<file path="src/sv/ssd_pkg.sv">
// shared types, constants and font table for the seven segment scan driver
package ssd_pkg;

    localparam int BUF_DEPTH_DEF  = 16;
    localparam int MAX_DIGITS_DEF = 8;

    localparam int KIND_W     = 2;
    localparam int POS_W      = 4;
    localparam int CHAR_W     = 8;
    localparam int SHIFT_W    = 8;
    localparam int DIGIT_W    = 8;
    localparam int SEG_W      = 8;
    localparam int IN_DATA_W  = 24;
    localparam int OUT_DATA_W = 16;

    localparam int CFG_IDX_W  = 2;
    localparam int CFG_DATA_W = 5;
    localparam int NDIG_W     = 4;
    localparam int ULEN_W     = 5;

    localparam logic [NDIG_W-1:0] NUM_DIGITS_RST = 4'd4;
    localparam logic [ULEN_W-1:0] USED_LEN_RST   = 5'd16;

    localparam logic [7:0] GLYPH_FIRST = 8'd32;
    localparam logic [7:0] GLYPH_LAST  = 8'd126;
    localparam int         GLYPH_COUNT = 95;

    typedef enum logic [KIND_W-1:0] {
        KIND_TICK  = 2'd0,
        KIND_WRITE = 2'd1,
        KIND_CLEAR = 2'd2,
        KIND_SHIFT = 2'd3
    } t_kind;

    typedef enum logic [CFG_IDX_W-1:0] {
        CFG_NUM_DIGITS   = 2'd0,
        CFG_USED_LENGTH  = 2'd1,
        CFG_COMMON_ANODE = 2'd2
    } t_cfg_idx;

    typedef struct packed {
        logic               hit;
        logic               ca;
        logic [DIGIT_W-1:0] en;
    } t_pix;

    localparam logic [7:0] FONT_ROM [GLYPH_COUNT] = '{
        8'h00, 8'h86, 8'h22, 8'h00, 8'h00, 8'h00, 8'h00, 8'h02, 8'h39, 8'h41,
        8'h00, 8'h00, 8'h00, 8'h40, 8'h80, 8'h40,
        8'h3F, 8'h06, 8'h5B, 8'h4F, 8'h66, 8'h6D, 8'h7D, 8'h07, 8'h7F, 8'h6F,
        8'h00, 8'h00, 8'h00, 8'h00, 8'h00, 8'h00, 8'h00,
        8'h77, 8'h7F, 8'h39, 8'h1F, 8'h79, 8'h71, 8'h3D, 8'h76, 8'h30,
        8'h1E, 8'h7A, 8'h38, 8'h55, 8'h76, 8'h3F, 8'h73, 8'h3B, 8'h7B,
        8'h6D, 8'h31, 8'h3E, 8'h2E, 8'h6A, 8'h49, 8'h6E, 8'h5B,
        8'h39, 8'h00, 8'h0F, 8'h21, 8'h08, 8'h00,
        8'h4C, 8'h7C, 8'h58, 8'h5E, 8'h1A, 8'h71, 8'h59, 8'h74, 8'h10,
        8'h0E, 8'h69, 8'h30, 8'h15, 8'h54, 8'h5C, 8'h73, 8'h67, 8'h50,
        8'h48, 8'h78, 8'h1C, 8'h0C, 8'h2A, 8'h48, 8'h6E, 8'h48,
        8'h39, 8'h30, 8'h0F, 8'h40
    };

    function automatic logic [SEG_W-1:0] f_glyph(input logic [CHAR_W-1:0] code);
        logic [6:0] ofs;
        begin
            ofs = 7'(code - GLYPH_FIRST);
            if (code < GLYPH_FIRST || code > GLYPH_LAST) begin
                return 8'h00;
            end
            return FONT_ROM[ofs];
        end
    endfunction

endpackage

</file>
<file path="src/sv/seven_segment_scan_driver_top.sv">
// top level of the multiplexed seven segment scan driver
// a tick beat passes through stage one (pixel register and store ram read), then the output register
// throughput: one beat per cycle of any kind unless the output stalls; the text store ram read sets the two stages
// other kinds give no output beat and take effect for the very next beat
// reset (sync, active low) clears scan counter, scroll offset, pipeline valids and
// the per entry valid bits, so every store entry reads blank at once with no clearing pass
module seven_segment_scan_driver_top #(
    parameter int BUF_DEPTH  = ssd_pkg::BUF_DEPTH_DEF,
    parameter int MAX_DIGITS = ssd_pkg::MAX_DIGITS_DEF
) (
    input  logic                            i_clk,
    input  logic                            i_rst_n,
    input  logic                            i_s_tvalid,
    output logic                            o_s_tready,
    // position [3:0], char_code [11:4], shift_amount [19:12]
    input  logic [ssd_pkg::IN_DATA_W-1:0]   i_s_tdata,
    // kind [1:0]
    input  logic [ssd_pkg::KIND_W-1:0]      i_s_tuser,
    output logic                            o_m_tvalid,
    input  logic                            i_m_tready,
    // digit_enable [7:0], segment_lines [15:8]
    output logic [ssd_pkg::OUT_DATA_W-1:0]  o_m_tdata,
    input  logic                            i_cfg_we,
    input  logic [ssd_pkg::CFG_IDX_W-1:0]   i_cfg_idx,
    input  logic [ssd_pkg::CFG_DATA_W-1:0]  i_cfg_data
);

    import ssd_pkg::*;

    localparam int AW = (BUF_DEPTH > 1) ? $clog2(BUF_DEPTH) : 1;

    logic [NDIG_W-1:0] r_num_digits;
    logic [ULEN_W-1:0] r_used_len;
    logic              r_com_anode;
    logic              r_s1_vld;

    logic              w_acc;
    logic              w_adv;
    logic              w_out_vld;
    t_kind             w_kind;
    logic              w_wr_en;
    logic [AW-1:0]     w_wr_addr;
    logic [CHAR_W-1:0] w_wr_data;
    logic              w_rd_en;
    logic [AW-1:0]     w_rd_addr;
    logic [CHAR_W-1:0] w_rd_data;
    t_pix              w_pix;

    assign w_kind     = t_kind'(i_s_tuser);
    assign w_adv      = !w_out_vld || i_m_tready;
    assign o_s_tready = !r_s1_vld || w_adv;
    assign w_acc      = i_s_tvalid && o_s_tready;
    assign o_m_tvalid = w_out_vld;

    always_ff @(posedge i_clk) begin
        if (!i_rst_n) begin
            r_num_digits <= NUM_DIGITS_RST;
            r_used_len   <= USED_LEN_RST;
            r_com_anode  <= 1'b0;
        end else if (i_cfg_we) begin
            unique case (t_cfg_idx'(i_cfg_idx))
                CFG_NUM_DIGITS:   r_num_digits <= i_cfg_data[NDIG_W-1:0];
                CFG_USED_LENGTH:  r_used_len   <= i_cfg_data;
                CFG_COMMON_ANODE: r_com_anode  <= i_cfg_data[0];
                default:          r_com_anode  <= r_com_anode;
            endcase
        end
    end

    always_ff @(posedge i_clk) begin
        if (!i_rst_n) begin
            r_s1_vld <= 1'b0;
        end else if (w_acc) begin
            r_s1_vld <= (w_kind == KIND_TICK);
        end else if (w_adv) begin
            r_s1_vld <= 1'b0;
        end
    end

    ssd_ctrl #(
        .BUF_DEPTH  (BUF_DEPTH),
        .MAX_DIGITS (MAX_DIGITS)
    ) u_ctrl (
        .i_clk        (i_clk),
        .i_rst_n      (i_rst_n),
        .i_acc        (w_acc),
        .i_kind       (w_kind),
        .i_pos        (i_s_tdata[3:0]),
        .i_char       (i_s_tdata[11:4]),
        .i_shift      (i_s_tdata[19:12]),
        .i_num_digits (r_num_digits),
        .i_used_len   (r_used_len),
        .i_com_anode  (r_com_anode),
        .o_wr_en      (w_wr_en),
        .o_wr_addr    (w_wr_addr),
        .o_wr_data    (w_wr_data),
        .o_rd_en      (w_rd_en),
        .o_rd_addr    (w_rd_addr),
        .o_pix        (w_pix)
    );

    ssd_ram #(
        .WIDTH (CHAR_W),
        .DEPTH (BUF_DEPTH)
    ) u_store (
        .i_clk     (i_clk),
        .i_wr_en   (w_wr_en),
        .i_wr_addr (w_wr_addr),
        .i_wr_data (w_wr_data),
        .i_rd_en   (w_rd_en),
        .i_rd_addr (w_rd_addr),
        .o_rd_data (w_rd_data)
    );

    ssd_out u_out (
        .i_clk    (i_clk),
        .i_rst_n  (i_rst_n),
        .i_adv    (w_adv),
        .i_s1_vld (r_s1_vld),
        .i_pix    (w_pix),
        .i_char   (w_rd_data),
        .o_vld    (w_out_vld),
        .o_data   (o_m_tdata)
    );

    a_s1_hold: assert property (@(posedge i_clk) disable iff (!i_rst_n)
        r_s1_vld && !w_adv |=> r_s1_vld)
        else $error("stage one beat dropped while stalled");

    a_ready_stall: assert property (@(posedge i_clk) disable iff (!i_rst_n)
        !o_s_tready |-> r_s1_vld && w_out_vld && !i_m_tready)
        else $error("input stalled without a full pipeline");

    a_ca_onehot: assert property (@(posedge i_clk) disable iff (!i_rst_n)
        r_s1_vld && w_pix.ca |-> $onehot0(w_pix.en))
        else $error("more than one digit enabled");

endmodule

</file>
<file path="src/sv/ssd_ram.sv">
// generic single port write, registered read ram
module ssd_ram #(
    parameter int WIDTH = 8,
    parameter int DEPTH = 16,
    localparam int AW = (DEPTH > 1) ? $clog2(DEPTH) : 1
) (
    input  logic             i_clk,
    input  logic             i_wr_en,
    input  logic [AW-1:0]    i_wr_addr,
    input  logic [WIDTH-1:0] i_wr_data,
    input  logic             i_rd_en,
    input  logic [AW-1:0]    i_rd_addr,
    output logic [WIDTH-1:0] o_rd_data
);

    logic [WIDTH-1:0] r_mem [DEPTH];
    logic [WIDTH-1:0] r_rd_data;

    always_ff @(posedge i_clk) begin
        if (i_wr_en) begin
            r_mem[i_wr_addr] <= i_wr_data;
        end
        if (i_rd_en) begin
            r_rd_data <= r_mem[i_rd_addr];
        end
    end

    assign o_rd_data = r_rd_data;

endmodule

</file>
<file path="src/sv/ssd_ctrl.sv">
// scan counter, scroll offset, store valid bits and first pipeline stage
module ssd_ctrl #(
    parameter int BUF_DEPTH  = ssd_pkg::BUF_DEPTH_DEF,
    parameter int MAX_DIGITS = ssd_pkg::MAX_DIGITS_DEF,
    localparam int AW = (BUF_DEPTH > 1) ? $clog2(BUF_DEPTH) : 1
) (
    input  logic                         i_clk,
    input  logic                         i_rst_n,
    input  logic                         i_acc,
    input  ssd_pkg::t_kind               i_kind,
    input  logic [ssd_pkg::POS_W-1:0]    i_pos,
    input  logic [ssd_pkg::CHAR_W-1:0]   i_char,
    input  logic [ssd_pkg::SHIFT_W-1:0]  i_shift,
    input  logic [ssd_pkg::NDIG_W-1:0]   i_num_digits,
    input  logic [ssd_pkg::ULEN_W-1:0]   i_used_len,
    input  logic                         i_com_anode,
    output logic                         o_wr_en,
    output logic [AW-1:0]                o_wr_addr,
    output logic [ssd_pkg::CHAR_W-1:0]   o_wr_data,
    output logic                         o_rd_en,
    output logic [AW-1:0]                o_rd_addr,
    output ssd_pkg::t_pix                o_pix
);

    import ssd_pkg::*;

    logic [SHIFT_W-1:0]   r_offset;
    logic [SHIFT_W-1:0]   n_offset;
    logic [2:0]           r_scan;
    logic [2:0]           n_scan;
    logic [BUF_DEPTH-1:0] r_vld;
    logic [BUF_DEPTH-1:0] n_vld;
    t_pix                 r_pix;
    t_pix                 n_pix;

    logic [NDIG_W-1:0]  w_count;
    logic [NDIG_W-1:0]  w_next;
    logic [DIGIT_W-1:0] w_mask;
    logic [DIGIT_W-1:0] w_onehot;
    logic [8:0]         w_idx;
    logic               w_in_range;
    logic [6:0]         w_pos_ext;
    logic               w_wr_ok;
    logic               w_tick;

    assign w_tick    = i_acc && (i_kind == KIND_TICK);
    assign w_pos_ext = {3'b000, i_pos};
    assign w_wr_ok   = i_acc && (i_kind == KIND_WRITE) && (w_pos_ext < 7'(BUF_DEPTH));

    assign w_count = (i_num_digits > 4'(MAX_DIGITS)) ? 4'(MAX_DIGITS) : i_num_digits;
    assign w_next  = {1'b0, r_scan} + 4'd1;

    always_comb begin
        for (int d = 0; d < DIGIT_W; d++) begin
            w_mask[d]   = 4'(d) < w_count;
            w_onehot[d] = (r_scan == 3'(d)) && w_mask[d];
        end
    end

    // signed store index of the digit being scanned
    assign w_idx = {6'b000000, r_scan} + {r_offset[7], r_offset};
    assign w_in_range = !w_idx[8] && (w_idx[7:0] < {3'b000, i_used_len})
                        && (w_idx[7:0] < 8'(BUF_DEPTH));

    assign o_wr_en   = w_wr_ok;
    assign o_wr_addr = w_pos_ext[AW-1:0];
    assign o_wr_data = i_char;
    assign o_rd_en   = w_tick;
    assign o_rd_addr = w_idx[AW-1:0];
    assign o_pix     = r_pix;

    always_comb begin
        n_offset = r_offset;
        n_scan   = r_scan;
        n_vld    = r_vld;
        n_pix    = r_pix;
        if (i_acc) begin
            unique case (i_kind)
                KIND_TICK: begin
                    n_pix.hit = w_in_range ? r_vld[o_rd_addr] : 1'b0;
                    n_pix.ca  = i_com_anode;
                    n_pix.en  = i_com_anode ? w_onehot : (w_onehot ^ w_mask);
                    n_scan    = (w_next >= w_count) ? 3'd0 : w_next[2:0];
                end
                KIND_WRITE: begin
                    if (w_wr_ok) begin
                        n_vld[o_wr_addr] = 1'b1;
                    end
                end
                KIND_CLEAR: begin
                    n_vld = '0;
                end
                KIND_SHIFT: begin
                    n_offset = r_offset - i_shift;
                end
                default: begin
                    n_offset = r_offset;
                end
            endcase
        end
    end

    always_ff @(posedge i_clk) begin
        if (!i_rst_n) begin
            r_offset <= '0;
            r_scan   <= '0;
            r_vld    <= '0;
        end else begin
            r_offset <= n_offset;
            r_scan   <= n_scan;
            r_vld    <= n_vld;
        end
    end

    always_ff @(posedge i_clk) begin
        r_pix <= n_pix;
    end

endmodule

</file>
<file path="src/sv/ssd_out.sv">
// font lookup, polarity and output register
module ssd_out (
    input  logic                            i_clk,
    input  logic                            i_rst_n,
    input  logic                            i_adv,
    input  logic                            i_s1_vld,
    input  ssd_pkg::t_pix                   i_pix,
    input  logic [ssd_pkg::CHAR_W-1:0]      i_char,
    output logic                            o_vld,
    output logic [ssd_pkg::OUT_DATA_W-1:0]  o_data
);

    import ssd_pkg::*;

    logic                  r_vld;
    logic [OUT_DATA_W-1:0] r_data;
    logic [SEG_W-1:0]      w_pattern;
    logic [SEG_W-1:0]      w_segs;

    assign w_pattern = i_pix.hit ? f_glyph(i_char) : 8'h00;
    assign w_segs    = i_pix.ca ? ~w_pattern : w_pattern;

    always_ff @(posedge i_clk) begin
        if (!i_rst_n) begin
            r_vld <= 1'b0;
        end else if (i_adv) begin
            r_vld <= i_s1_vld;
        end
    end

    always_ff @(posedge i_clk) begin
        if (i_adv && i_s1_vld) begin
            r_data <= {w_segs, i_pix.en};
        end
    end

    assign o_vld  = r_vld;
    assign o_data = r_data;

endmodule

</file>
<file path="config.mk">
export PLATFORM = sky130hd
export DESIGN_NAME = seven_segment_scan_driver_top
export DESIGN_NICKNAME = d
export VERILOG_FILES = /design/src/sv/ssd_pkg.sv /design/src/sv/seven_segment_scan_driver_top.sv /design/src/sv/ssd_ram.sv /design/src/sv/ssd_ctrl.sv /design/src/sv/ssd_out.sv
export SDC_FILE = /design/constraint.sdc
export NUM_CORES = 1
export LEC_CHECK = 0
export ABC_AREA = 1
export BUFFER_PORTS_ARGS = -buffer_cell sky130_fd_sc_hd__buf_4
export CAP_MARGIN = 20
export CORE_MARGIN = 1
export CORE_UTILIZATION = 40
export CTS_CLUSTER_DIAMETER = 80
export DETAILED_ROUTE_END_ITERATION = 8
export GPL_TIMING_DRIVEN = 0
export PLACE_DENSITY = 0.62
export SLEW_MARGIN = 20
export SYNTH_ARGS = -nofsm -noshare
export SYNTH_HDL_FRONTEND = slang
export SYNTH_SLANG_ARGS = --single-unit
</file>
<file path="constraint.sdc">
create_clock -name i_clk -period 7.2 [get_ports i_clk]
set_input_delay 0.36 -clock i_clk [delete_from_list [all_inputs] [get_ports i_clk]]
set_output_delay 0.36 -clock i_clk [all_outputs]
set_load 0.05 [all_outputs]
</file>
* Word-level counts from Yosys, hierarchy flattened
Memories as Yosys holds them, arrays and structs flattened. A register that Yosys moved wholly into a read port is not among the register bits.
Cells that the tools add are included.
** Word-level totals
- Bits in registers :: 65
- Memories :: 2
- Input port bits :: 38
- Bits in read-only memories :: 1024
- Memory bits (writable) :: 128
- Output and inout bits :: 18
** Cells by class
- Add/subtract/negate cells :: 4
- Reductions and logical operators :: 33
- Multiplexer cells :: 20
- Order comparisons :: 19
- Bitwise operators :: 4
- Eq/ne operators :: 13
** Memories
- (no name shown) :: depth 128, width 8, rd ports 1, clocked after memory_dff 0, write ports 0, line ssd_pkg.sv:69 : return FONT_ROM[ofs];
- u_store.r_mem :: depth 16, width 8, rd ports 1, clocked after memory_dff 1, write ports 1, line ssd_ram.sv:16 : logic [WIDTH-1:0] r_mem [DEPTH];
** Operators with widths (number)
- $mux W8 :: 7
- $pmux W16 S2 :: 1
- $logic_and A1 B1 Y1 :: 16
- $lt A3 B4 Y1 const A :: 4
- $mux W16 :: 1
- $or A16 B16 Y16 :: 1
- $lt A4 B5 Y1 const B :: 3
- $eq A3 B3 Y1 const B :: 4
- $reduce_and A2 Y1 :: 5
- $add A4 B8 Y9 :: 1
- $ge A8 B8 Y1 const B :: 1
- $gt A8 B7 Y1 const B :: 1
- $lt A1 B4 Y1 const A :: 2
- $lt A2 B4 Y1 const A :: 2
- $lt A8 B5 Y1 :: 1
- $lt A8 B5 Y1 const B :: 1
- $lt A8 B6 Y1 const B :: 1
- $not A7 Y8 :: 1
- $not A8 Y8 :: 1
- $sub A8 B8 Y8 :: 1
- $xor A8 B8 Y8 :: 1
- $mux W1 :: 7
- $sub A7 B6 Y7 const B :: 1
- $eq A2 B2 Y1 const B :: 3
- 18 further kinds :: 26

* Logic depth before layout (Yosys ltp)
Gate-level depths: netlist (run 1).
- Depth after elaboration :: 9
- Mapped depth :: 13

* Hierarchy
Synthesis (run 1) repeated with hierarchy kept, for this count alone.
** Second synthesis, totals
- Cells, all modules :: 1284
- Area total of the unflattened synthesis :: 10862.9 um2
** By module, submodules not included
- ssd_ram :: cells each 551, seq. area each 4083.9 um2, instances 1, area an instance 5846.9 um2
- ssd_ctrl :: cells each 377, seq. area each 840.8 um2, instances 1, area an instance 2643.8 um2
- ssd_out :: cells each 283, seq. area each 500.5 um2, instances 1, area an instance 1851.8 um2
- seven_segment_scan_driver_top :: cells each 73, seq. area each 220.2 um2, instances 1, area an instance 520.5 um2

* Least setup slack after synthesis (run 1)
OpenSTA, ideal clock, no wires.
- Kind :: reg-to-reg
- Start :: register u_out.r_vld, in the netlist u_out.o_vld
- End :: memory u_store.r_mem[12][0], enable pin
- Period minus slack after synthesis :: 2355 ps
- Cell stages (with the launch flop) :: 7
- Arrival time :: 1971 ps
- Setup slack :: 4845 ps
- Required time :: 6817 ps
- Library setup time :: 383 ps
- Path buffers :: 1
- Path through :: dfxtp_1 -> nand3_2 -> nand2_1 -> inv_2 -> nand3_2 -> clkbuf_1 -> nor3_1
** Between the ends
- Word-level cells in the longest chain between the ends :: 8
** Ends and longest elaborated chain
- start, declared :: line ssd_out.sv:15 : logic r_vld;
- start signal, assigned :: line ssd_out.sv:27 : r_vld <= i_s1_vld;
- $logic_not A1 Y1 :: line seven_segment_scan_driver_top.sv:50 : assign w_adv = !w_out_vld || i_m_tready;
- $logic_or A1 B1 Y1 :: line seven_segment_scan_driver_top.sv:50
- $logic_or A1 B1 Y1 :: line seven_segment_scan_driver_top.sv:51 : assign o_s_tready = !r_s1_vld || w_adv;
- named net o_s_tready :: line seven_segment_scan_driver_top.sv:14 : output logic o_s_tready,
- $logic_and A1 B1 Y1 :: line seven_segment_scan_driver_top.sv:52 : assign w_acc = i_s_tvalid && o_s_tready;
- $logic_and A1 B1 Y1 (2 in series) :: line ssd_ctrl.sv:48 : assign w_wr_ok = i_acc && (i_kind == KIND_WRITE) && (w_pos_ext < 7'(BUF_DEPTH));
- $mux W1 :: line ssd_ram.sv:20 : if (i_wr_en) begin
- $mux W1 (implied by the code) :: line ssd_ram.sv:21 : r_mem[i_wr_addr] <= i_wr_data;
- end, declared :: line ssd_ram.sv:16
The timed path passes the listed nets, and every way through them passes these cells.

* Worst setup path after layout (run 1)
- Start :: register u_ctrl.r_scan[0]
- End :: register u_ctrl.r_pix (netlist bit u_ctrl.o_pix[9]) (data pin)
** Between the ends
- Word-level cells in the longest chain between the ends :: 4
** Ends and longest elaborated chain
- start, declared :: line ssd_ctrl.sv:29 : logic [2:0] r_scan;
- start signal, assigned :: line ssd_ctrl.sv:110 : r_scan <= n_scan;
- $add A4 B8 Y9 * :: line ssd_ctrl.sv:61 : assign w_idx = {6'b000000, r_scan} + {r_offset[7], r_offset};
- $lt A8 B5 Y1 / $logic_not A1 Y1 (equally long branches) :: line ssd_ctrl.sv:62 : assign w_in_range = !w_idx[8] && (w_idx[7:0] < {3'b000, i_used_len})
- $logic_and A1 B1 Y1 :: line ssd_ctrl.sv:62
- $logic_and A1 B1 Y1 :: line ssd_ctrl.sv:63 : && (w_idx[7:0] < 8'(BUF_DEPTH));
- end signal, assigned :: line ssd_ctrl.sv:116 : r_pix <= n_pix;
- end, declared :: line ssd_ctrl.sv:33 : t_pix r_pix;
Every way passes the cells marked *; elsewhere a longest branch is shown, timed or not. The select of a mux whose other input is x is not followed.
A chain may end at the register's enable or synchronous reset.

==> impl_metrics.json, run 1 <==
{
  "row_count": 57,
  "grt_pass1_wl_mm": 39.7,
  "crit_path_start_kind": "register",
  "p_leak_nw": 4.47,
  "synth.cell_area_mm2": 0.00992,
  "max_freq_mhz": 322,
  "postCtsSetupBuffers": 0,
  "wl_per_cell_um": 16.8,
  "ys_ff_latch": 201,
  "drt-initial-drc-count": 572,
  "yosysWarnings": 0,
  "async_flop_share_pct": 0,
  "final_nets": 1211,
  "wirelength_mm": 24.9,
  "yosysMostFrequentCell": "nand2_1",
  "die_h_um": 159,
  "yosysSeqAreaShare_pct": 56.9,
  "htreeDepth": 1,
  "setup-tns-final_ns": 0,
  "cp.required_ns": 7.54,
  "hp-class": "primary input to register",
  "criticalPathCategory": "register to register",
  "clk-insertion-delay-late_ns": 0.53,
  "grt-ovfl-total": 0,
  "multi_input_area_mm2": 0.00374,
  "ir_drop_mv": 0.202,
  "clock_skew_ns": 0.0307,
  "postCtsHoldBufs": 0,
  "period_needed_ns": 3.10,
  "cts_tree": "done",
  "cts.sinks": 201,
  "cts_buffers": 22,
  "cts_buffer_depth": 3,
  "worst_slew_pin_slew_ns": 0.800,
  "n_fill_cell": 2298,
  "antenna_found_initial": 0,
  "vias": 7791,
  "synth-edff-count": 162,
  "ant_nets": 0,
  "netlist-cell-type-count": 39,
  "port_buffers": 49,
  "dieArea_mm2": 0.0254,
  "synth_area_leaders": "edfxtp_1 49%, nand2_1 8.3%, dfxtp_1 7.9%",
  "cts_resized": 0,
  "cp-end-kind": "register",
  "drtPass1Iterations": 4,
  "slew_violations": 0,
  "setup_viol": 0,
  "root_buffer": "clkbuf_16",
  "power_density_mw_per_mm2": 236,
  "maxCapViolCount": 0,
  "globalplace.congestion": 0.953,
  "syn_nets": 1138,
  "initial_utilization_pct": 40.8,
  "crit_start": "u_ctrl.r_scan[0]$_SDFFE_PN0P_",
  "worstPathMaxFanout": 10,
  "maxSlewHeadroom_pct": 46.6,
  "status": "finished, final reports clean",
  "grt_usage_pct": 19.7,
  "yosys.area.top_type": "edfxtp_1",
  "die_w_um": 159,
  "ys.flop_type": "edfxtp_1",
  "critPathArrivalTime_ns": 3.44,
  "grt_max_degree": 19,
  "synthToLayoutAreaGrowth_pct": 15.8,
  "syn_inst": 1067,
  "synthTopCellsByCount": "219 x nand2_1, 162 x edfxtp_1, 107 x nor2_1",
  "dp_hpwl_mm": 17.4,
  "crit-reg2reg-launch": "u_ctrl.r_scan[0]$_SDFFE_PN0P_",
  "synth_top_area_share_pct": 49.1,
  "fp.coreArea_mm2": 0.0243,
  "drt-vias-per-instance": 5.26,
  "fin_total_pwr_mw": 2.71,
  "rsz0062_at_grt": "no",
  "clk_pin_slew_ns": 0.06,
  "antenna_cells": 0,
  "drcViolationCount": 0,
  "min_from": "i_cfg_data[2]",
  "syn_area_per_cell_um2": 9.29,
  "first_global_vias": 7568,
  "min_period_over_period_pct": 43.1,
  "register_area_mm2": 0.00565,
  "drive_above_1_share_pct": 12.5,
  "io_pins": 56,
  "hold_viol_final": 0
}
==> placed cells by master, fill, tap and decap left out, drive strengths merged <==
cell type  netlist  routed
nand3           72      72
clkinvlp         0       1
a21o             2       2
a21boi           1       1
a211oi           1       1
ha              31      31
nor3            22      22
o22ai           33      33
clkbuf          14      41
a22oi            2       2
fa               2       2
buf             32      81
nand3b           2       2
o21ai          101     101
o21a             8       8
a21oi           60      60
o21bai           2       2
nand2          221     221
a31oi            5       5
nor2           108     108
nor4             1       1
o211ai          11      11
bufinv           0       2
edfxtp         162     162
xnor2            2       2
a311oi           1       1
nand4           22      22
inv            101     102
dfxtp           39      39
clkinv           2      11
xor2             7       7
==> worst paths after layout <==
| check | end | slack (ns) | cells past startpoint |
|---|---|---|---|
| min | r_num_digits[2]$_SDFFE_PN1P_ | 0.08 | 3 |
| max reg2reg | u_ctrl.o_pix[9]$_SDFFCE_PN0P_ | 4.10 | 13 |
| min reg2reg | u_out.o_data[2]$_DFFE_PP_ | 0.42 | 0 |
| max | u_ctrl.o_pix[9]$_SDFFCE_PN0P_ | 4.10 | 13 |
==> cell families after synthesis <==
kind of cell    Yosys count  share of synthesized area (%)
compound gates          227                           12.7
xor+xnor                  9                          0.795
simple gates            448                           19.0
flops                   201                           56.9
fa+ha+maj                33                           4.31
buf+inv                 149                           6.21
==> metal layers <==
| layer | share of wire (%) | GRT usage, % | up-vias |
|---|---|---|---|
| li1 | - | - | 3851 |
| met1 | 45 | 26.9 | 3620 |
| met2 | 46 | 31.7 | 258 |
| met3 | 5.7 | 2.14 | 62 |
| met4 | 3.7 | 8.65 | 0 |
| met5 | 0 | 0 | - |
==> layout make-up <==
type                    count  area share [%]
multi-input cells         717            32.6
clock inverters            13            1.24
clock buffers              27            4.96
well taps                 324            3.53
flip-flops and latches    201            49.2
inverters                 103            3.37
repair buffers             49            3.20
plain buffers              46            1.99
==> flip-flops by register name, indices dropped and copies added, names as in the netlist <==
name	count
r_com_anode	1
r_num_digits	4
r_s1_vld	1
r_used_len	5
u_ctrl.o_pix	10
u_ctrl.r_offset	8
u_ctrl.r_scan	3
u_ctrl.r_vld	16
u_out.o_data	16
u_out.o_vld	1
u_store.o_rd_data	8
u_store.r_mem	128
==> critical path: stages (launching register included) <==
cell and delay, ns:
dfxtp_1 0.46, ha_1 0.21, inv_1 0.05, fa_1 0.45, inv_1 0.35, clkbuf_1 0.50, ha_1 0.33, o21ai_0 0.07
nand2_1 0.07, nand3_1 0.07, nand2_1 0.06, nand2_1 0.06, nand4_1 0.08, nor2_1 0.17
==> power breakdown <==
part	total, mW	switching [mW]	leakage [nW]	internal (mW)
Combinational	0.326	0.222	2.34	0.104
Clock	1.10	0.457	0.343	0.640
Sequential	1.28	0.00897	1.78	1.27
==> per-stage QoR <==
| step | hold WS [ns] | setup slack (ns) | area, um2 | util, % | std cells |
|---|---|---|---|---|---|
| 3_3_place_gp | 0.403 | 4.15 | 10700 | 44.0 | 1440 |
| 2_1_floorplan | 0.400 | 4.85 | 9920 | - | 1067 |
| 5_1_grt | 0.0867 | 3.89 | 11500 | 47.2 | 1480 |
| 3_5_place_dp | 0.405 | 4.11 | 10800 | 44.3 | 1440 |
| 4_1_cts | 0.0617 | 4.09 | 11500 | 47.2 | 1480 |
| 6_report | 0.0790 | 4.10 | 11500 | 47.2 | 1480 |
Note: power is estimated with default switching activity, not from simulation.
==> run 2: changes to the inputs <==
- ABC_AREA: 1 -> 0
- PLACE_DENSITY: 0.62 -> 0.64
- clock period: 7.2 -> 2.8 ns (I/O delays scaled with it)
==> run 2 against run 1 <==
Effect of this change: clock skew is 0.00091 ns lower; hold slack got worse by 0.063 ns; sequential share of layout area decreased by 0.080 points.
==> impl_metrics.json, run 2 <==
{
  "status": "finished, final reports clean",
  "hold_viol_final": 0,
  "yosysMostFrequentCell": "edfxtp_1",
  "worstPathMaxFanout": 10,
  "ant_nets": 0,
  "min_period_over_period_pct": 96.5,
  "clk-insertion-delay-late_ns": 0.53,
  "root_buffer": "clkbuf_16",
  "syn_area_per_cell_um2": 13.6,
  "yosysSeqAreaShare_pct": 57.8,
  "htreeDepth": 1,
  "top_register": "u_store.r_mem",
  "drcViolationCount": 0,
  "grt_pass1_wl_mm": 33.6,
  "synthToLayoutAreaGrowth_pct": 17.9,
  "power_density_mw_per_mm2": 584,
  "cts_buffers": 23,
  "ys.flop_type": "edfxtp_1",
  "die_w_um": 158,
  "crit-reg2reg-launch": "u_store.o_rd_data[1]$_DFFE_PP_",
  "period_needed_ns": 2.70,
  "clk_pin_slew_ns": 0.06,
  "wirelength_mm": 21.1,
  "drt-initial-drc-count": 430,
  "cts.sinks": 201,
  "setup-tns-final_ns": 0,
  "criticalPathCategory": "register to register",
  "synth_area_leaders": "edfxtp_1 50%, mux4_1 8.3%, dfxtp_1 8.0%",
  "crit_start": "u_store.o_rd_data[1]$_DFFE_PP_",
  "dieArea_mm2": 0.0250,
  "globalplace.congestion": 0.950,
  "layout_common_cells": "162 x edfxtp_1, 63 x buf_4, 55 x nor2_1",
  "synth-edff-count": 162,
  "critPathArrivalTime_ns": 2.93,
  "hp-class": "primary input to register",
  "drive_above_1_share_pct": 17.4,
  "syn_inst": 718,
  "cp.required_ns": 3.03,
  "netlist-cell-type-count": 61,
  "ys_ff_latch": 201,
  "clock_skew_ns": 0.0298,
  "row_count": 56,
  "first_global_vias": 6093,
  "maxSlewHeadroom_pct": 39.6,
  "antenna_cells": 0,
  "rrSetupSlack_ns": 0.1,
  "grt_max_degree": 19,
  "register_area_mm2": 0.00565,
  "synth.cell_area_mm2": 0.00976,
  "wl_per_cell_um": 18.3,
  "initial_utilization_pct": 41.2,
  "synth_top_area_share_pct": 49.8,
  "yosys.area.top_type": "edfxtp_1",
  "syn_nets": 789,
  "io_pins": 56,
  "multi_input_area_mm2": 0.00381,
  "cp-end-kind": "register",
  "port_buffers": 51,
  "setup_viol": 0,
  "worst_slew_pin_slew_ns": 0.902,
  "grt_usage_pct": 17.6,
  "n_fill_cell": 2093,
  "detailedPlace.worstSlack_ns": -0.467,
  "drtPass1Iterations": 5,
  "grt-ovfl-total": 0,
  "ir_drop_mv": 0.551,
  "layout_commonest_cell": "edfxtp_1",
  "cts_tree": "done",
  "die_h_um": 158,
  "setup_ws_ns": 0.0968,
  "hold_path_depth": 4,
  "largest_reg_flops": 128,
  "cts_buffer_depth": 3,
  "dp_hpwl_mm": 14.6,
  "vias": 6244,
  "rsz0062_at_grt": "no",
  "crit_path_start_kind": "register",
  "final_nets": 889,
  "antenna_found_initial": 0,
  "fp.coreArea_mm2": 0.0237,
  "yosysWarnings": 0,
  "min_from": "i_s_tdata[19]",
  "synthTopCellsByCount": "162 x edfxtp_1, 55 x nor2_1, 42 x nand2_1",
  "slew_violations": 0,
  "maxCapViolCount": 0,
  "p_leak_nw": 4.20,
  "max_freq_mhz": 370,
  "async_flop_share_pct": 0,
  "r2r_cells": 10,
  "drt-vias-per-instance": 5.42
}
## run 2: metal layers
metal | up-vias | track usage [%] | routed length, um | part of all wire [%]
met5 | - | 0 | 0 | 0
met4 | 0 | 5.49 | 601 | 2.8
met3 | 54 | 2.52 | 1290 | 6.1
met2 | 225 | 28.6 | 9710 | 46
met1 | 3000 | 24.3 | 9490 | 45
li1 | 2965 | - | - | -
## run 2: kinds of logic (layout without fill, tap and decap cells)
family          count (synthesis)  count (layout)  share of synthesized area (%)
mux                            57              57                           12.9
flops                         201             201                           57.8
compound gates                140             140                           9.38
buf+inv                        71             185                           3.38
xor+xnor                       25              25                           2.32
fa+ha+maj                      33              33                           4.38
simple gates                  191             191                           9.76
## run 2: critical path, stage by stage, from the launching register on
cell and delay, ns:
edfxtp_1 0.42, buf_2 0.25, inv_1 0.13, ha_1 0.29
clkbuf_4 0.23, inv_1 0.08, nor3b_1 0.22, a221oi_1 0.09
a211o_1 0.31, a31oi_1 0.30, xor2_1 0.11
## run 2: worst paths after layout
| kind | endpoint |
|---|---|
| worst max-delay path | u_out.o_data[9]$_DFFE_PP_ |
| worst min-delay path | u_ctrl.r_offset[7]$_SDFFE_PN0P_ |
| worst min register to register | u_out.o_data[5]$_DFFE_PP_ |
| worst max register to register | u_out.o_data[9]$_DFFE_PP_ |
## run 2: layout make-up
cell class,instances,share of cell area [%]
Timing Repair Buffer,75,5.22
Buffer,37,1.97
Clock buffer,28,5.16
Clock inverter,11,0.881
Inverter,34,1.11
Multi-Input combinational cell,446,33.1
Sequential cell,201,49.1
Tap cell,319,3.47
## run 2: where the power goes
group	internal (mW)	leakage, nW	switching (mW)
Clock	1.61	0.339	1.17
Combinational	0.292	2.09	0.348
Sequential	3.27	1.78	0.0232
Total	5.17	4.20	1.54
## run 2: through the flow
step	total power, mW	hold WS (ns)	util (%)	std cells	cell area [um2]
floorplan	3.76	0.239	-	718	9760
global placement	3.97	0.388	44.5	1088	10500
detailed placement	3.97	0.390	44.7	1092	10600
CTS	6.77	0.000389	48.4	1147	11500
global route	6.94	0.0243	48.6	1151	11500
finish	6.72	0.0164	48.6	1151	11500
## run 2: repair_timing
action	CTS	global route
hold buffers	15	0
endpoints found under the hold margin	143	0
setup buffers	1	4
setup endpoints to repair	11	15
gates resized for setup	7	6
cloned	0	0
==> run 3: changes to the inputs <==
- SLEW_MARGIN: 20 -> default
- SYNTH_HIERARCHICAL: default -> 1
==> run 3 against run 2 <==
Effect of this change: utilization down 0.21 points; clock power down 5%; clock skew down 0.016 ns; non-clock buffer count up 10; sequential power about the same; flip-flop and latch count unchanged; power down 1.1%; sequential share of layout area down 1.5 points; synthesized cell count up 9.5%; wire length up 7.0%; global-route usage up 0.10 points; count of clock-buffer cells in the layout up 3; critical path type unchanged; highest routed layer unchanged.
==> impl_metrics.json, run 3 <==
{
  "placed_cell_area_mm2": 0.0109,
  "maxSlewHeadroom_pct": 42.7,
  "layout_common_cells": "162 x edfxtp_1, 67 x buf_4, 54 x nand2_1",
  "cts.sinks": 201,
  "design_area_mm2": 0.0119,
  "layout_commonest_cell": "edfxtp_1",
  "p_leak_nw": 4.25,
  "clk_pin_slew_ns": 0.06,
  "yosysWarnings": 6,
  "netlist-cell-type-count": 78,
  "cp-end-kind": "register",
  "initial_utilization_pct": 41.1,
  "grt_usage_pct": 17.7,
  "rsz0062_at_grt": "no",
  "dieArea_mm2": 0.0259,
  "cts_buffers": 22,
  "die_h_um": 161,
  "drt-vias-per-instance": 5.51,
  "synth.cell_area_mm2": 0.0101,
  "largest_reg_flops": 128,
  "first_global_vias": 6645,
  "drive_above_1_share_pct": 19.2,
  "worstPathMaxFanout": 6,
  "numPlacedInstances": 1156,
  "crit-reg2reg-launch": "u_ctrl/r_scan[0]$_SDFFE_PN0P_",
  "syn_inst": 786,
  "yosysMostFrequentCell": "edfxtp_1",
  "yosys.area.top_type": "edfxtp_1",
  "drt-initial-drc-count": 401,
  "synth_area_leaders": "edfxtp_1 48%, dfxtp_1 7.7%, mux4_2 4.9%",
  "clock_skew_ns": 0.0140,
  "fin_total_pwr_mw": 6.65,
  "register_area_mm2": 0.00565,
  "rrSetupSlack_ns": 0.13,
  "criticalPathCategory": "register to register",
  "cp.required_ns": 3.13,
  "min_from": "i_s_tdata[12]",
  "setup-tns-final_ns": 0,
  "globalplace.congestion": 0.932,
  "ys.flop_type": "edfxtp_1",
  "async_flop_share_pct": 0,
  "io_pins": 56,
  "hold_path_depth": 4,
  "power_density_mw_per_mm2": 560,
  "ant_nets": 0,
  "htreeDepth": 1,
  "max_freq_mhz": 375,
  "drtPass1Iterations": 5,
  "cts_tree": "done",
  "stdcell_count": 1224,
  "multi_input_area_mm2": 0.00408,
  "vias": 6750,
  "slew_violations": 0,
  "ir_drop_mv": 0.548,
  "clk-insertion-delay-late_ns": 0.52,
  "synth_top_area_share_pct": 48.2,
  "status": "finished, final reports clean",
  "holdPathEnd": "u_ctrl/r_offset[0]$_SDFFE_PN0P_",
  "grt-ovfl-total": 0,
  "drcViolationCount": 0,
  "r2r_cells": 10,
  "ys_ff_latch": 201,
  "top_register": "u_store/r_mem",
  "wl_per_cell_um": 18.4,
  "syn_nets": 859,
  "fp.coreArea_mm2": 0.0245,
  "critPathArrivalTime_ns": 2.99,
  "n_fill_cell": 2201,
  "dp_hpwl_mm": 15.5,
  "synthToLayoutAreaGrowth_pct": 17.7,
  "timing.rr.end": "u_ctrl/o_pix[9]$_SDFFCE_PN0P_",
  "antenna_found_initial": 0,
  "root_buffer": "clkbuf_16",
  "row_count": 57,
  "grt_max_degree": 23,
  "die_w_um": 161,
  "grt_pass1_wl_mm": 35.8,
  "hold_viol_final": 0,
  "min_period_over_period_pct": 95.2,
  "syn_area_per_cell_um2": 12.8,
  "worst_slew_pin_slew_ns": 0.856,
  "wirelength_mm": 22.6,
  "antenna_cells": 0,
  "synth-edff-count": 162,
  "synthTopCellsByCount": "162 x edfxtp_1, 56 x nor2_1, 54 x nand2_1",
  "period_needed_ns": 2.67,
  "hp-class": "primary input to register",
  "setup_viol": 0,
  "cts_buffer_depth": 3,
  "final_nets": 957,
  "maxCapViolCount": 0,
  "yosysSeqAreaShare_pct": 56.0,
  "port_buffers": 43,
  "crit_path_start_kind": "register"
}
==> run 3: cell types whose count changed after synthesis, sizes merged, moves of 8 or more <==
cell	previous run	this run
a22oi	2	17
buf	25	37
mux4	46	37
nand2	42	55
nand3	7	15
==> run 3: what timing repair did <==
item	CTS	global route
pin swaps	0	3
cloned	0	0
endpoints found under the hold margin	144	0
resized for setup	9	13
buffers inserted	2	2
hold buffers	24	0
setup endpoints to repair	13	14
==> run 3: worst max-delay path by stage <==
stage                                         startpoint                        endpoint  slack, ns  depth (start not counted)
after global placement     u_ctrl/r_scan[0]$_SDFFE_PN0P_   u_ctrl/o_pix[9]$_SDFFCE_PN0P_      -0.41                          9
after floorplan                 u_out/o_vld$_SDFFE_PN0P_   u_store/r_mem[8][0]$_DFFE_PP_       0.05                          7
after global routing       u_ctrl/r_scan[0]$_SDFFE_PN0P_   u_ctrl/o_pix[9]$_SDFFCE_PN0P_       0.01                         10
after CTS                  u_ctrl/r_scan[0]$_SDFFE_PN0P_  u_store/o_rd_data[3]$_DFFE_PP_       0.03                          6
final                      u_ctrl/r_scan[0]$_SDFFE_PN0P_   u_ctrl/o_pix[9]$_SDFFCE_PN0P_       0.13                         10
after detailed placement  u_store/o_rd_data[1]$_DFFE_PP_      u_out/o_data[14]$_DFFE_PP_      -0.35                          9
==> run 3: layer usage <==
layer | share of wire, % | routed length [um] | vias to the layer above | GRT usage (%)
li1 | - | - | 3201 | -
met2 | 46 | 10400 | 221 | 28.4
met3 | 5.0 | 1120 | 57 | 2.51
met4 | 3.2 | 716 | 0 | 6.60
met1 | 46 | 10300 | 3271 | 24.3
met5 | 0 | 0 | - | 0
==> run 3: kinds of logic after synthesis <==
family	Yosys count	synth area share, %
simple gates	239	12.5
flops	201	56.0
compound gates	158	10.8
buf+inv	84	4.47
mux	50	10.1
fa+ha+maj	35	4.49
xor+xnor	19	1.65
==> run 3: through the flow <==
| step | util, % | hold slack, ns | setup WS, ns |
|---|---|---|---|
| 6_report | 48.4 | 0.0284 | 0.135 |
| 5_1_grt | 48.4 | 0.0485 | 0.0104 |
| 4_1_cts | 48.2 | 0.0152 | 0.0277 |
| 3_5_place_dp | 44.3 | 0.406 | -0.348 |
| 3_3_place_gp | 44.2 | 0.400 | -0.407 |
| 2_1_floorplan | - | 0.257 | 0.0490 |
==> run 3: area by class of cell <==
class | instances | area share [%]
sequential | 201 | 47.6
multi-input combinational | 501 | 34.4
timing repair buffer | 74 | 5.18
clock buffer | 31 | 5.01
tap | 324 | 3.41
buffer | 48 | 2.74
inverter | 36 | 1.14
clock inverter | 9 | 0.590
==> run 3: worst max-delay path: stages, from the launching register on <==
cell	delay, ns
dfxtp_2	0.36
ha_2	0.21
fa_2	0.40
a21o_1	0.23
a21oi_2	0.16
nand2b_1	0.13
ha_1	0.24
a21o_1	0.18
a31oi_1	0.18
o211ai_1	0.15
nor4b_2	0.25
==> run 3: where the power goes <==
part	total, mW	internal, mW	switching [mW]
logic	0.717	0.316	0.401
clock network	2.63	1.49	1.14
registers	3.30	3.27	0.0249
